### src/rtl/core/fpsf_pkg.sv
// ----------------------------------------------------------------------------
// fpsf_pkg
// Shared constants and helpers for the five-point sharpening filter.
// ----------------------------------------------------------------------------
package fpsf_pkg;

  localparam int PIXEL_BITS    = 16;
  localparam int MAX_WIDTH     = 2048;
  localparam int MAX_HEIGHT    = 4096;
  localparam int COL_BITS      = 11;
  localparam int ROW_BITS      = 12;
  localparam int WIDTH_BITS    = 12;
  localparam int HEIGHT_BITS   = 13;
  localparam int NOISE_BITS    = 16;
  localparam int CHAN_BITS     = 2;
  localparam int CFG_DATA_BITS = 16;

  localparam int GAIN_BITS     = 17;
  localparam int PCT_BITS      = 7;
  localparam int RATIO_ONE     = 256;
  localparam int SCALE_DEN     = 100;

  localparam int WIDTH_RESET   = 640;
  localparam int HEIGHT_RESET  = 480;
  localparam int NOISE_RESET   = 3;

  typedef enum logic [1:0] {
    CFG_WIDTH,
    CFG_HEIGHT,
    CFG_NOISE,
    CFG_CHANNEL
  } cfg_idx_t;

  typedef enum logic [CHAN_BITS-1:0] {
    CH_RED,
    CH_GREEN,
    CH_BLUE,
    CH_PLAIN
  } chan_t;

  localparam logic [PCT_BITS-1:0] PCT_RED   = 7'd105;
  localparam logic [PCT_BITS-1:0] PCT_GREEN = 7'd100;
  localparam logic [PCT_BITS-1:0] PCT_BLUE  = 7'd95;
  localparam logic [PCT_BITS-1:0] PCT_PLAIN = 7'd100;

  function automatic logic [PCT_BITS-1:0] scale_pct(input chan_t ch);
    logic [PCT_BITS-1:0] p;
    case (ch)
      CH_RED:   p = PCT_RED;
      CH_GREEN: p = PCT_GREEN;
      CH_BLUE:  p = PCT_BLUE;
      CH_PLAIN: p = PCT_PLAIN;
      default:  p = PCT_PLAIN;
    endcase
    return p;
  endfunction

endpackage

### src/rtl/core/fpsf_gain_div.sv
// ----------------------------------------------------------------------------
// fpsf_gain_div
// Radix-2 restoring divider that forms the Q1.16 gain, one quotient bit a cycle.
// ----------------------------------------------------------------------------
module fpsf_gain_div (
  input  logic                           clk,
  input  logic                           rst_n,
  input  logic                           start,
  input  logic [fpsf_pkg::PCT_BITS-1:0]  pct,
  input  logic [fpsf_pkg::NOISE_BITS-1:0] noise_ratio,
  output logic                           done,
  output logic [fpsf_pkg::GAIN_BITS-1:0] gain
);
  import fpsf_pkg::*;

  localparam int DEN_BITS  = 23;
  localparam int NUM_SHIFT = 24;
  localparam int DVD_BITS  = PCT_BITS + NUM_SHIFT;
  localparam int CNT_BITS  = $clog2(GAIN_BITS);

  typedef enum logic [1:0] {
    D_IDLE,
    D_SETUP,
    D_RUN,
    D_DONE
  } dstate_t;

  dstate_t               state_r;
  logic [CNT_BITS-1:0]   cnt_r;
  logic [DEN_BITS-1:0]   den_r;
  logic [PCT_BITS-1:0]   pct_r;
  logic [DEN_BITS-1:0]   rem_r;
  logic [GAIN_BITS-1:0]  quo_r;

  logic [NOISE_BITS:0]   base;
  logic [DEN_BITS-1:0]   den_c;
  logic [DVD_BITS-1:0]   dividend;
  logic [DEN_BITS:0]     trial;
  logic [DEN_BITS:0]     diff;
  logic                  ge;

  assign base     = {1'b0, noise_ratio} + (NOISE_BITS+1)'(RATIO_ONE);
  assign den_c    = DEN_BITS'(base) * DEN_BITS'(SCALE_DEN);
  assign dividend = {pct_r, {NUM_SHIFT{1'b0}}} + DVD_BITS'(den_r >> 1);
  assign trial    = {rem_r, quo_r[GAIN_BITS-1]};
  assign diff     = trial - {1'b0, den_r};
  assign ge       = (trial >= {1'b0, den_r});

  always_ff @(posedge clk) begin
    if (!rst_n) begin
      state_r <= D_IDLE;
      cnt_r   <= '0;
    end else begin
      case (state_r)
        D_IDLE: begin
          if (start) begin
            den_r   <= den_c;
            pct_r   <= pct;
            state_r <= D_SETUP;
          end
        end
        D_SETUP: begin
          rem_r   <= DEN_BITS'(dividend >> GAIN_BITS);
          quo_r   <= dividend[GAIN_BITS-1:0];
          cnt_r   <= '0;
          state_r <= D_RUN;
        end
        D_RUN: begin
          rem_r <= ge ? diff[DEN_BITS-1:0] : trial[DEN_BITS-1:0];
          quo_r <= {quo_r[GAIN_BITS-2:0], ge};
          cnt_r <= cnt_r + CNT_BITS'(1);
          if (cnt_r == CNT_BITS'(GAIN_BITS - 1)) begin
            state_r <= D_DONE;
          end
        end
        D_DONE: begin
          state_r <= D_IDLE;
        end
        default: begin
          state_r <= D_IDLE;
        end
      endcase
    end
  end

  assign done = (state_r == D_DONE);
  assign gain = quo_r;

endmodule

### config.mk
export PLATFORM = sky130hd
export DESIGN_NAME = fpsf_gain_div
export DESIGN_NICKNAME = d
export VERILOG_FILES = /design/src/rtl/core/fpsf_pkg.sv /design/src/rtl/core/fpsf_gain_div.sv
export SDC_FILE = /design/constraint.sdc
export NUM_CORES = 1
export LEC_CHECK = 0
export BUFFER_PORTS_ARGS = -buffer_cell sky130_fd_sc_hd__buf_2
export CAP_MARGIN = 40
export CORE_AREA = 2 2 128 130
export DETAILED_ROUTE_END_ITERATION = 8
export DIE_AREA = 0 0 130 132
export HOLD_SLACK_MARGIN = 0.12
export MAX_ROUTING_LAYER = met4
export PLACE_DENSITY = 0.6
export SLEW_MARGIN = 30
export SYNTH_ARGS = -nofsm -noshare
export SYNTH_HDL_FRONTEND = slang
export SYNTH_SLANG_ARGS = --single-unit
### constraint.sdc
create_clock -name clk -period 5.7 [get_ports clk]
set_input_delay 0.855 -clock clk [delete_from_list [all_inputs] [get_ports clk]]
set_output_delay 0.855 -clock clk [all_outputs]
set_load 0.05 [all_outputs]
Word level (Yosys, flattened, before mapping)
Index checks and enable logic that the tools add are counted.
{"block": "totals", "ff_bits": 75, "input_bits": 26, "output_inout_bits": 18, "word_cells": 30}
{"block": "op_classes", "addsub": 4, "mul": 1, "order_cmp": 1, "eq_ne": 6, "mux": 7, "n_reduce_logical": 5}
{"operator": "$pmux 23 s2", "count": 1}
{"operator": "$pmux 17 s2", "count": 1}
{"operator": "$add 31x22->31", "count": 1}
{"operator": "$ge 24x23->1", "count": 1}
{"operator": "$mux 23", "count": 1}
{"operator": "$sub 23x23->23", "count": 1}
{"operator": "$mul 17x5->21 const B", "count": 1}
{"operator": "$add 16x9->17 const B", "count": 1}
{"operator": "$pmux 5 s2", "count": 1}
{"operator": "$pmux 2 s4", "count": 1}
{"operator": "$add 5x1->5 const B", "count": 1}
{"operator": "$eq 5x5->1 const B", "count": 1}
{"operator": "$eq 2x2->1 const B", "count": 2}
{"operator": "$mux 2", "count": 2}
{"operator": "$ne 2x2->1 const B", "count": 2}
{"operator": "$reduce_and 2->1", "count": 2}
{"operator": "$reduce_and 3->1", "count": 1}
{"operator": "$eq 2x1->1 const B", "count": 1}
{"operator": "$logic_not 2->1", "count": 1}
{"operator": "$reduce_bool 2->1", "count": 1}

Logic depth before layout (Yosys ltp)
{"block": "depth", "depth_word": 3, "ltp_mapped": 17, "ltp_nobuf": 16}

Worst setup path before layout
OpenSTA, ideal clock, no wires.
{"block": "synth_path", "path_type": "input to register", "start": "input port noise_ratio[8] (netlist name)", "end": "register den_r[21] (data pin)", "arrival_time_ns": 3.909, "required_time_ns": 5.420, "slack_ns": 1.511, "path_stages": 16, "path_cell_list": "ha_1 -> nand3_1 -> xor2_1 -> inv_1 -> ha_1 -> ha_1 -> inv_1 -> fa_1 -> inv_1 -> ha_1 -> clkbuf_1 -> a21o_1 -> a21oi_1 -> o21ai_0 -> nor3_1 -> o311ai_0"}
{"block": "synth_between", "elab_chain_len": 2}
{"element": "start: declaration", "line": "fpsf_gain_div.sv:10", "text": "input logic [fpsf_pkg::NOISE_BITS-1:0] noise_ratio,"}
{"element": "$add 16x9->17", "line": "fpsf_gain_div.sv:42", "text": "assign base = {1'b0, noise_ratio} + (NOISE_BITS+1)'(RATIO_ONE);"}
{"element": "$mul 17x5->21", "line": "fpsf_gain_div.sv:43", "text": "assign den_c = DEN_BITS'(base) * DEN_BITS'(SCALE_DEN);"}
{"element": "net den_c[21]", "line": "fpsf_gain_div.sv:36", "text": "logic [DEN_BITS-1:0] den_c;"}
{"element": "end signal: assignment", "line": "fpsf_gain_div.sv:57", "text": "den_r <= den_c;"}
{"element": "end: declaration", "line": "fpsf_gain_div.sv:30", "text": "logic [DEN_BITS-1:0] den_r;"}
The timed path passes the listed nets, and every way through them passes these cells.
A chain may end at the register's enable or synchronous reset.

Final worst setup path
Ends and elaborated chain as after synthesis.

==> impl_metrics.toml <==
[yosys]
async_flop_share_pct = 0
ys_seq_elements = 75
synthFlopType = "edfxtp_1"
synth_largest_area_cell = "edfxtp_1"
synth_cells = 651
synth_edf_count = 68
syn_area_per_cell_um2 = 9.57
netlist_top_cells_area = "edfxtp_1, ha_1, inv_1, fa_1, o21ai_0"
synthDistinctLibCells = 74
yosysMostFrequentCell = "inv_1"
netlist.area_leader.share_pct = 32.8
synth_common_cells = "inv_1, ha_1, edfxtp_1"
syn-cell-area_mm2 = 0.00623
yosysSeqAreaShare_pct = 35.0
syn_nets = 768
ys_warn_count = 0

[cells_and_area]
postLayoutCoreUtil_pct = 44.1
drive_above_1_share_pct = 12.7
n_antenna_cell = 0
nets = 804
stdcell_area_mm2 = 0.00692
nFillCells = 1555
syn_to_final_growth_pct = 11.1

[cts]
cts_root_buf = "clkbuf_16"
hold_buffers = 0
clk_latency_ns = 0.35
cts_tree = "done"
post-cts-setup-buffers = 0
clock_sinks = 75
cts.path.max_buffers = 2
cts_buffers = 9
htreeDepth = 3
cts-resized-gates = 0
clk_pin_slew_worst_paths_ns = 0.06

[sta]
post-route-period-util_pct = 74.7
clock_skew_ns = 0.00945
fmax_ghz = 0.235
worst_pin_slew_ns = 0.850
rsz0062_at_grt = "false"
slew_violations = 0
fin_hold_ws_ns = 0.555
max-slew-margin-rel_pct = 43.3
tns_ns = 0
period_needed_ns = 4.26
final_hold_viol_count = 0
setup_violations = 0

[placed_design]
portBuffers = 43
routabilityCongestion = 0.868
dpl.hpwl_mm = 11.3
placed_area_mm2 = 0.00665

[critical_path]
cp_common_cell = "ha_1"
crit_family = "adder cells"
path_cells = "buf_2, ha_1, nand3_1, xor2_1, inv_1, ha_1, ha_1, inv_1, fa_1, inv_1, ha_1, a21o_1, a21oi_1, o21ai_0, nor3_1, o311ai_0"
cp.arrival_ns = 4.32
crit_fanout = 8
path_buf_inv = 4
cp-end-kind = "flip-flop"
crit_slowest_cell = "fa_1"
cp.required_ns = 5.76
critPathKind = "in2reg"
crit_path_max_incr_delay_ns = 0.52
worstSetupStartpointType = "primary input"

[global_routing]
grt_pass1_wl_mm = 24.6
grt_max_degree = 66
grt_usage_pct = 18.5
antenna_found_initial = 0
grt_pass1_vias = 5021
grt_overflow = 0

[power_and_ir_drop]
vdd_drop_max_mv = 0.177
p_leak_nw = 3.01
p_int_mw = 1.77
switchingPower_mw = 1.45
swShare_pct = 45.0
clockPowerShare_pct = 16.4
seq_power_share_pct = 28.4
power_density_mw_per_mm2 = 466
comb_power_share_pct = 55.3

[routing]
viasPerCell = 5.35
ant_nets = 0
wl_per_cell_um = 16.2
drc = 0
first_pass_iters = 5
vias = 4859
wl_mm = 14.7
drt_iter0_drc = 349

[die]
fp.coreArea_mm2 = 0.0157
dieWidth_um = 130
initial_core_util_pct = 39.7
die_h_um = 132
dieArea_mm2 = 0.0172
io_pins = 44
rows = 46

[flow_run]
maxCapViolations = 0

[worst_hold_path]
hp-class = "reg2reg"

[status]
status = "finished clean"
cell usage in the layout (no fill, tap or decap), types with 12 or more instances in the layout:
cell type  synthesis  final
nand2_1           46     46
o21ai_0           47     47
inv_1             90     90
edfxtp_1          68     68
ha_1              78     77
nor2_1            37     37
a21o_1            16     16
and3_1            12     12
fa_1              13     13
xnor2_1           19     19
xor2_1            15     15
buf_2              5     43
nand4_1           15     15
a21oi_1           33     33
nand3_1           21     21
sequential cells by signal (all words and copies together), names as in the netlist:
signal / flops
rem_r: 23
den_r: 21
gain: 17
pct_r: 7
cnt_r: 5
state_r: 2
layer usage:
layer / global-route usage [%] / up-vias / wire (µm)
met4: 4.72 / 0 / 161
li1: - / 2414 / -
met1: 23.3 / 2323 / 6590
met3: 3.25 / 15 / 656
met2: 30.8 / 107 / 7320
met5: - / - / 0
area by class of cell:
class	count	area, µm²	share of cell area [%]
Clock inverter	7	50.0	0.723
Sequential cell	75	2180	31.5
Tap cell	216	270	3.90
Clock buffer	9	225	3.25
Inverter	90	338	4.88
Multi-Input combinational cell	464	3600	52.0
Timing Repair Buffer	47	258	3.72
final timing paths:
path,start,end,slack [ns],cells after the start
setup / recovery,noise_ratio[8],den_r[21],1.44,16
hold / removal,gain[5],gain[6],0.55,2
hold reg to reg,gain[5],gain[6],0.55,2
setup reg to reg,den_r[9],rem_r[19],2.33,8
through the flow:
stage          cells  setup slack [ns]  power, mW
2_1_floorplan    651              1.51       2.28
3_3_place_gp     891              1.20       2.66
3_5_place_dp     892              1.06       2.70
4_1_cts          908              1.42       3.24
5_1_grt          908              1.15       3.49
6_report         908              1.44       3.23
cells by family (layout without fill, tap and decap cells):
| group | Yosys count | in the layout | share of synthesized area, % |
|---|---|---|---|
| AO/OA/AOI/OAI | 171 | 171 | 19.3 |
| XOR/XNOR | 34 | 34 | 4.78 |
| adder cells (fa/ha/maj) | 91 | 91 | 19.8 |
| buffers and inverters | 112 | 153 | 7.31 |
| flip-flops | 75 | 75 | 35.0 |
| multiplexers | 1 | 1 | 0.181 |
| AND/OR/NAND/NOR | 167 | 167 | 13.6 |
power groups by stage:
stage               combinational, mW  sequential (mW)  clock [mW]
floorplan                        1.26             1.03           0
global placement                 1.73            0.926           0
detailed placement               1.77            0.926           0
CTS                              1.78            0.916       0.538
global route                     1.99            0.933       0.560
finish                           1.78            0.916       0.529
worst min-delay path, cell delays in order (launching register included):
cell      delay [ns]
edfxtp_1        0.33
nand2_1         0.05
o21ai_0         0.06
Note: power is estimated with default switching activity, not from simulation.
